==> src/design/okt_pkg.sv <==
// Shared types and constants for the oriented-box Kalman tracker.
package okt_pkg;
   localparam int FRAC_BITS_DEF = 16;
   localparam int WORD_BITS_DEF = 32;
   localparam int COV_BITS = 40;
   localparam logic [COV_BITS-1:0] COV_MAX = {COV_BITS{1'b1}};

   localparam logic [2:0] CSR_PROCESS_NOISE  = 3'd0;
   localparam logic [2:0] CSR_MEASURE_NOISE  = 3'd1;
   localparam logic [2:0] CSR_INITIAL_COV    = 3'd2;
   localparam logic [2:0] CSR_DEFAULT_WIDTH  = 3'd3;
   localparam logic [2:0] CSR_DEFAULT_HEIGHT = 3'd4;

   // controller to datapath
   typedef struct packed {
      logic load_item;   // capture input word
      logic predict;     // run predict step
      logic first_fix;   // load state from observation
      logic div_start;   // start gain division
      logic div_step;    // one quotient bit
      logic axis_step;   // correct one axis (axis index below)
      logic [1:0] axis;
      logic cov_update;  // covariance correction
      logic keep_box;    // store box fields
      logic drop;        // clear live flag
      logic out_load;    // build result word
   } okt_cmd_type;

   // datapath to controller
   typedef struct packed {
      logic track_live;
      logic obs_valid;
      logic mode;
   } okt_sts_type;
endpackage

==> src/design/okt_ctrl.sv <==
// Sequencing state machine for the tracker.
module okt_ctrl #(
   parameter int FRAC_BITS = okt_pkg::FRAC_BITS_DEF
) (
   input  logic clock,
   input  logic reset,
   input  logic req_valid,
   output logic req_ready,
   output logic rsp_valid,
   input  logic rsp_ready,
   input  okt_pkg::okt_sts_type sts,
   output okt_pkg::okt_cmd_type cmd
);
   import okt_pkg::*;

   localparam logic [3:0] S_IDLE = 4'd0;
   localparam logic [3:0] S_DECIDE = 4'd1;
   localparam logic [3:0] S_PRED = 4'd2;
   localparam logic [3:0] S_DIV = 4'd3;
   localparam logic [3:0] S_AXIS = 4'd4;
   localparam logic [3:0] S_COV = 4'd5;
   localparam logic [3:0] S_OUT = 4'd6;
   localparam int CW = $clog2(FRAC_BITS + 1);

   logic [3:0] state_ff, state_in;
   logic [CW-1:0] cnt_ff, cnt_in;
   logic rsp_valid_ff, rsp_valid_in;

   assign req_ready = (state_ff == S_IDLE);
   assign rsp_valid = rsp_valid_ff;

   always_comb begin
      state_in = state_ff;
      cnt_in = cnt_ff;
      rsp_valid_in = rsp_valid_ff && !rsp_ready;
      cmd = '0;
      cmd.axis = cnt_ff[1:0];
      unique case (state_ff)
         S_IDLE: begin
            if (req_valid) begin
               cmd.load_item = 1'b1;
               state_in = S_DECIDE;
            end
         end
         S_DECIDE: begin
            if (sts.mode) begin
               cmd.drop = 1'b1;
               state_in = S_IDLE;
            end else if (!sts.track_live && !sts.obs_valid) begin
               state_in = S_OUT;
            end else begin
               cmd.predict = 1'b1;
               state_in = S_PRED;
            end
         end
         S_PRED: begin
            if (!sts.obs_valid) begin
               state_in = S_OUT;
            end else if (!sts.track_live) begin
               cmd.first_fix = 1'b1;
               cmd.keep_box = 1'b1;
               state_in = S_OUT;
            end else begin
               cmd.div_start = 1'b1;
               cnt_in = '0;
               state_in = S_DIV;
            end
         end
         S_DIV: begin
            cmd.div_step = 1'b1;
            cnt_in = cnt_ff + 1'b1;
            if (cnt_ff == CW'(FRAC_BITS - 1)) begin
               cnt_in = '0;
               state_in = S_AXIS;
            end
         end
         S_AXIS: begin
            cmd.axis_step = 1'b1;
            cnt_in = cnt_ff + 1'b1;
            if (cnt_ff == CW'(2)) state_in = S_COV;
         end
         S_COV: begin
            cmd.cov_update = 1'b1;
            cmd.keep_box = 1'b1;
            state_in = S_OUT;
         end
         S_OUT: begin
            if (!rsp_valid_ff || rsp_ready) begin
               cmd.out_load = 1'b1;
               rsp_valid_in = 1'b1;
               state_in = S_IDLE;
            end
         end
         default: state_in = S_IDLE;
      endcase
   end

   always_ff @(posedge clock) begin
      if (reset) begin
         state_ff <= S_IDLE;
         cnt_ff <= '0;
         rsp_valid_ff <= 1'b0;
      end else begin
         state_ff <= state_in;
         cnt_ff <= cnt_in;
         rsp_valid_ff <= rsp_valid_in;
      end
   end
endmodule

==> config.mk <==
export PLATFORM = sky130hd
export DESIGN_NAME = okt_ctrl
export DESIGN_NICKNAME = d
export VERILOG_FILES = /design/src/design/okt_pkg.sv /design/src/design/okt_ctrl.sv
export SDC_FILE = /design/constraint.sdc
export NUM_CORES = 1
export LEC_CHECK = 0
export ABC_AREA = 1
export BUFFER_PORTS_ARGS = -buffer_cell sky130_fd_sc_hd__buf_2
export CAP_MARGIN = 20
export CORE_MARGIN = 1
export CORE_UTILIZATION = 30
export DETAILED_ROUTE_END_ITERATION = 7
export SETUP_SLACK_MARGIN = 0.3
export SYNTH_ARGS = -nofsm -noshare
export SYNTH_HDL_FRONTEND = slang
export SYNTH_SLANG_ARGS = --single-unit
==> constraint.sdc <==
create_clock -name clock -period 1.7 [get_ports clock]
set_input_delay 0.085 -clock clock [delete_from_list [all_inputs] [get_ports clock]]
set_output_delay 0.085 -clock clock [all_outputs]
set_load 0.03 [all_outputs]
* Yosys cells after proc, flatten, opt, wreduce, memory -nomap -nowiden
Cells that the tools add are included.
** Storage, ports and cells
- Register bits :: 10
- Output and inout port bits :: 14
** Operators by class
- Add/subtract/negate cells :: 1
- Equality and inequality tests :: 14
- Muxes and demuxes :: 33
- Reductions and logical operators :: 11
** Operators by type and width (count)
- 4-bit one-hot mux with 7 select lines :: 1
- 4-bit 2-to-1 mux :: 6
- 1-bit 2-to-1 mux :: 17
- 5-bit 2-to-1 mux :: 3
- 5-bit one-hot mux with 3 select lines :: 1
- 4-bit by 3-bit == test with 1-bit output (second input constant) :: 3
- 2-bit inequality test (second input constant) :: 6
- 4-bit by 2-bit == test with 1-bit output (second input constant) :: 2
- 3-bit 2-to-1 mux :: 2
- 5-bit by 1-bit adder with 5-bit output (second input constant) :: 1
- 5-bit by 2-bit == test with 1-bit output (second input constant) :: 1
- 5-bit by 4-bit == test with 1-bit output (second input constant) :: 1
- 4-bit by 1-bit == test with 1-bit output (second input constant) :: 1
- 1-bit zero test :: 4
- 4-bit zero test :: 1
- 2-bit 2-to-1 mux :: 2
- 4-bit AND reduction :: 1
- 3-bit AND reduction :: 1
- 3-bit nonzero test :: 1
- 1-bit logical AND :: 2
- 1-bit one-hot mux with 2 select lines :: 1
- 1-bit logical OR :: 1

* Longest topological paths before layout
- Depth after elaboration :: 5
- Depth in mapped cells :: 10
- Gate-level depth less buffers :: 10

* Least setup slack after synthesis
No wires, ideal clock.
- Path kind :: register to output
- Start point :: reg state_ff[1]
- End point :: out cmd[2] (netlist name)
- Data arrival time :: 1.395 ns
- Data required time :: 1.615 ns
- Path slack :: 0.220 ns
- Cell stages (with the launch flop) :: 5
- Path buffers :: 0
- Cell sequence :: dfxtp_1 > nand2_2 > nor2_1 > nand2_1 > o21ai_0
** RTL lines
- from (decl) :: RTL line okt_ctrl.sv:25 : logic [3:0] state_ff, state_in;
- from (signal assigned) :: RTL line okt_ctrl.sv:104 : state_ff <= state_in;
- to (decl) :: RTL line okt_ctrl.sv:12 : output okt_pkg::okt_cmd_type cmd

* Worst setup path after layout
- Start point :: reg cnt_ff[0]
- End point :: reg state_ff[0]
** Between the ends
- Word-level cells in the longest chain between the ends :: 3
- Elaborated cells between the ends (all ways) :: 5
- Classes of those cells :: 4 x eq/ne; 1 x reduce/logical
** RTL lines
- from (decl) :: RTL line okt_ctrl.sv:26 : logic [CW-1:0] cnt_ff, cnt_in;
- from (signal assigned) :: RTL line okt_ctrl.sv:105 : cnt_ff <= cnt_in;
- 5-bit by 2-bit == test with 1-bit output / 5-bit by 4-bit == test with 1-bit output (equally long branches) :: RTL line okt_ctrl.sv:80, okt_ctrl.sv:72
- 2-bit inequality test (no line)
- 4-bit AND reduction (no line) *
Mark *: on every way between the ends. The rest lies on a longest branch, timed or not.
A chain may end at the register's enable or synchronous reset.

==> reports/qor.yml <==
status: "completed"
num_rows: 17
clock_latency_ps: 270
cts_tree: "built"
first_global_vias: 663
boundaryPins: 21
start_util_pct: 32.2
multiInputGateArea_um2: 503
drt_wl_total_um: 1800
required_ps: 1890
hold_viol: 0
grt_start_max_net_pins: 11
wl_per_cell_um: 10.8
num_vias: 778
synth-seq-area-share_pct: 25.0
yosys.area.top_type: "dfxtp_1"
path_max_fanout: 4
root_buffer: "clkbuf_4"
hold_depth: 2
vias_per_cell: 4.66
tns_ps: 0
drc: 0
power_frac_seq_pct: 27.3
synth_warnings: 0
p_leak_nw: 0.468
die_area_um2: 2600
syn_avg_cell_area_um2: 6.37
clockPowerShare_pct: 12.0
tightest_slew_ps: 312
dpl.hpwl_um: 1290
critical_path.startpoint_type: "register"
drtAntennaViolNets: 0
postSynthCellCount: 113
drv_cap: 0
min_from: "reset"
grt_pass1_wl_um: 2770
dr.pass1.iters: 4
track_usage_pct: 14.5
syn_to_final_growth_pct: 37.0
antenna_found_initial: 0
die_h_um: 51.0
setup_viol: 0
cts_buffers: 3
regArea_um2: 194
netlist.area_leader.share_pct: 25.0
cts_num_sinks: 9
async_flop_share_pct: 0
p_comb_share_pct: 60.7
synth.net_count: 124
switching_share_pct: 52.2
synth_edf_count: 0
synth_flop_cell: "dfxtp_1"
crit_start: "cnt_ff[0]"
ys_top_cells_by_area: "dfxtp_1, nand2_1, nor2_1, inv_1, ha_1"
place_congestion: 0.769
hold_end: "state_ff[0]"
rsz0062_at_grt: "true"
io_buffers: 20
slew-limit-headroom_pct: 79.1
drv_slew: 0
p_int_w: 0.000667
final_util_pct: 44.1
fin_skew_ps: 5.43
endpoint_kind: "register"
fp.dieW_um: 51.0
period_needed_ps: 1350
power_density_nw_per_um2: 1410
finalCritPeriodShare_pct: 79.5
fmax_mhz: 740
antennaDiodeCount: 0
p_switching_w: 0.000727
min_path_type: "in -> reg"
fillers: 246
timing.rr.start: "cnt_ff[0]"
coreArea_um2: 2230
grt_overflow_total: 0
ys_top_cells_by_count: "nand2_1, nor2_1, inv_1"
clk_pin_slew_ps: 60
synthDistinctLibCells: 22
drive_above_1_share_pct: 43.2
reg2reg_slack_ps: 350
ys_seq_elements: 9
drtIter0Drc: 11
r2r-end: "state_ff[0]"
worst_r2r_path_depth: 10
critical_path_arrival_ps: 1540
ir_drop_uv: 638
syn_area_um2: 719
htreeDepth: 1
clock_tree.buffer_depth: 2
fin_nets: 151
crit_type: "reg -> reg"
-- worst max-delay path, cell delays in order (launching register included) --
cell and delay [ps]:
dfxtp_2 350, ha_4 140, nand3_2 90, inv_2 80, ha_4 130, inv_2 50
nand2_4 70, nand2_1 60, nor2_1 110, nand2_1 90, a21oi_2 110
-- power by group through the flow --
stage / Clock [W] / Sequential [W] / Combinational [W]
3_3_place_gp: 0 / 0.000351 / 0.000708
6_report: 0.000168 / 0.000380 / 0.000847
4_1_cts: 0.000178 / 0.000358 / 0.000742
3_5_place_dp: 0 / 0.000354 / 0.000710
5_1_grt: 0.000188 / 0.000387 / 0.000914
2_1_floorplan: 0 / 0.000307 / 0.000611
-- cells by family (layout without fill, tap and decap cells) --
group | after synthesis | in the layout | synth area share (%)
adder cells (fa/ha/maj) | 4 | 4 | 6.96
flip-flops | 9 | 9 | 25.0
buffers and inverters | 22 | 48 | 13.6
AND/OR/NAND/NOR | 63 | 63 | 41.7
XOR/XNOR | 2 | 2 | 2.44
AO/OA/AOI/OAI | 13 | 13 | 10.3
-- sequential cells by signal, indices dropped and copies added, names as in the netlist --
name and flops:
rsp_valid 1, cnt_ff 5, state_ff 3
-- worst max path at each step --
stage                        endpoint  slack, ps  cells after the start
final                     state_ff[0]        350                     10
after floorplan           state_ff[2]        310                     10
after detailed placement  state_ff[0]        210                     10
after CTS                      cmd[2]        300                      6
after global routing           cmd[2]        270                      6
after global placement    state_ff[0]        240                     10
-- repair_timing --
| action | 4_1_cts | 5_1_grt |
|---|---|---|
| endpoints found under the hold margin | 0 | 0 |
| pin swaps | 1 | 3 |
| setup buffers | 2 | 3 |
| hold buffers | 0 | 0 |
| setup endpoints to repair | 15 | 12 |
| gates resized for setup | 9 | 20 |
-- layer usage --
layer	track usage [%]	share of wire [%]	up-vias
met5	0	0	-
met4	6.94	1.8	0
met3	3.87	2.8	5
met2	24.1	52	11
met1	17.1	43	362
li1	-	-	400
-- metrics by stage --
stage	total power (W)	cell area (um2)	hold slack [ps]	instances	setup WS, ps
2_1_floorplan	0.000917	724	282	113	314
5_1_grt	0.00149	986	128	167	270
4_1_cts	0.00128	892	104	164	300
3_3_place_gp	0.00106	837	396	158	241
3_5_place_dp	0.00106	837	404	158	208
6_report	0.00139	986	115	167	348
-- layout make-up --
class / instances / share of cell area (%)
Sequential cell: 9 / 19.7
Tap cell: 28 / 3.55
Inverter: 18 / 7.36
Multi-Input combinational cell: 82 / 51.0
Timing Repair Buffer: 26 / 15.7
Clock buffer: 4 / 2.66
-- placed cells by master, fill, tap and decap left out, types with 2 or more instances in the layout --
cell and n:
buf_4 10, dfxtp_2 2, clkbuf_4 3, buf_2 16, a21oi_1 6, nor2_2 4
ha_1 2, inv_2 2, nand2_1 20, nand3_1 6, inv_1 14, dfxtp_4 3
o21ai_0 2, dfxtp_1 4, nand2_2 5, nor2_1 17, inv_4 2, ha_4 2
a21oi_2 3, nor2_4 3, nand2_4 2, nor3_1 3
(Power assumes the default switching activity.)
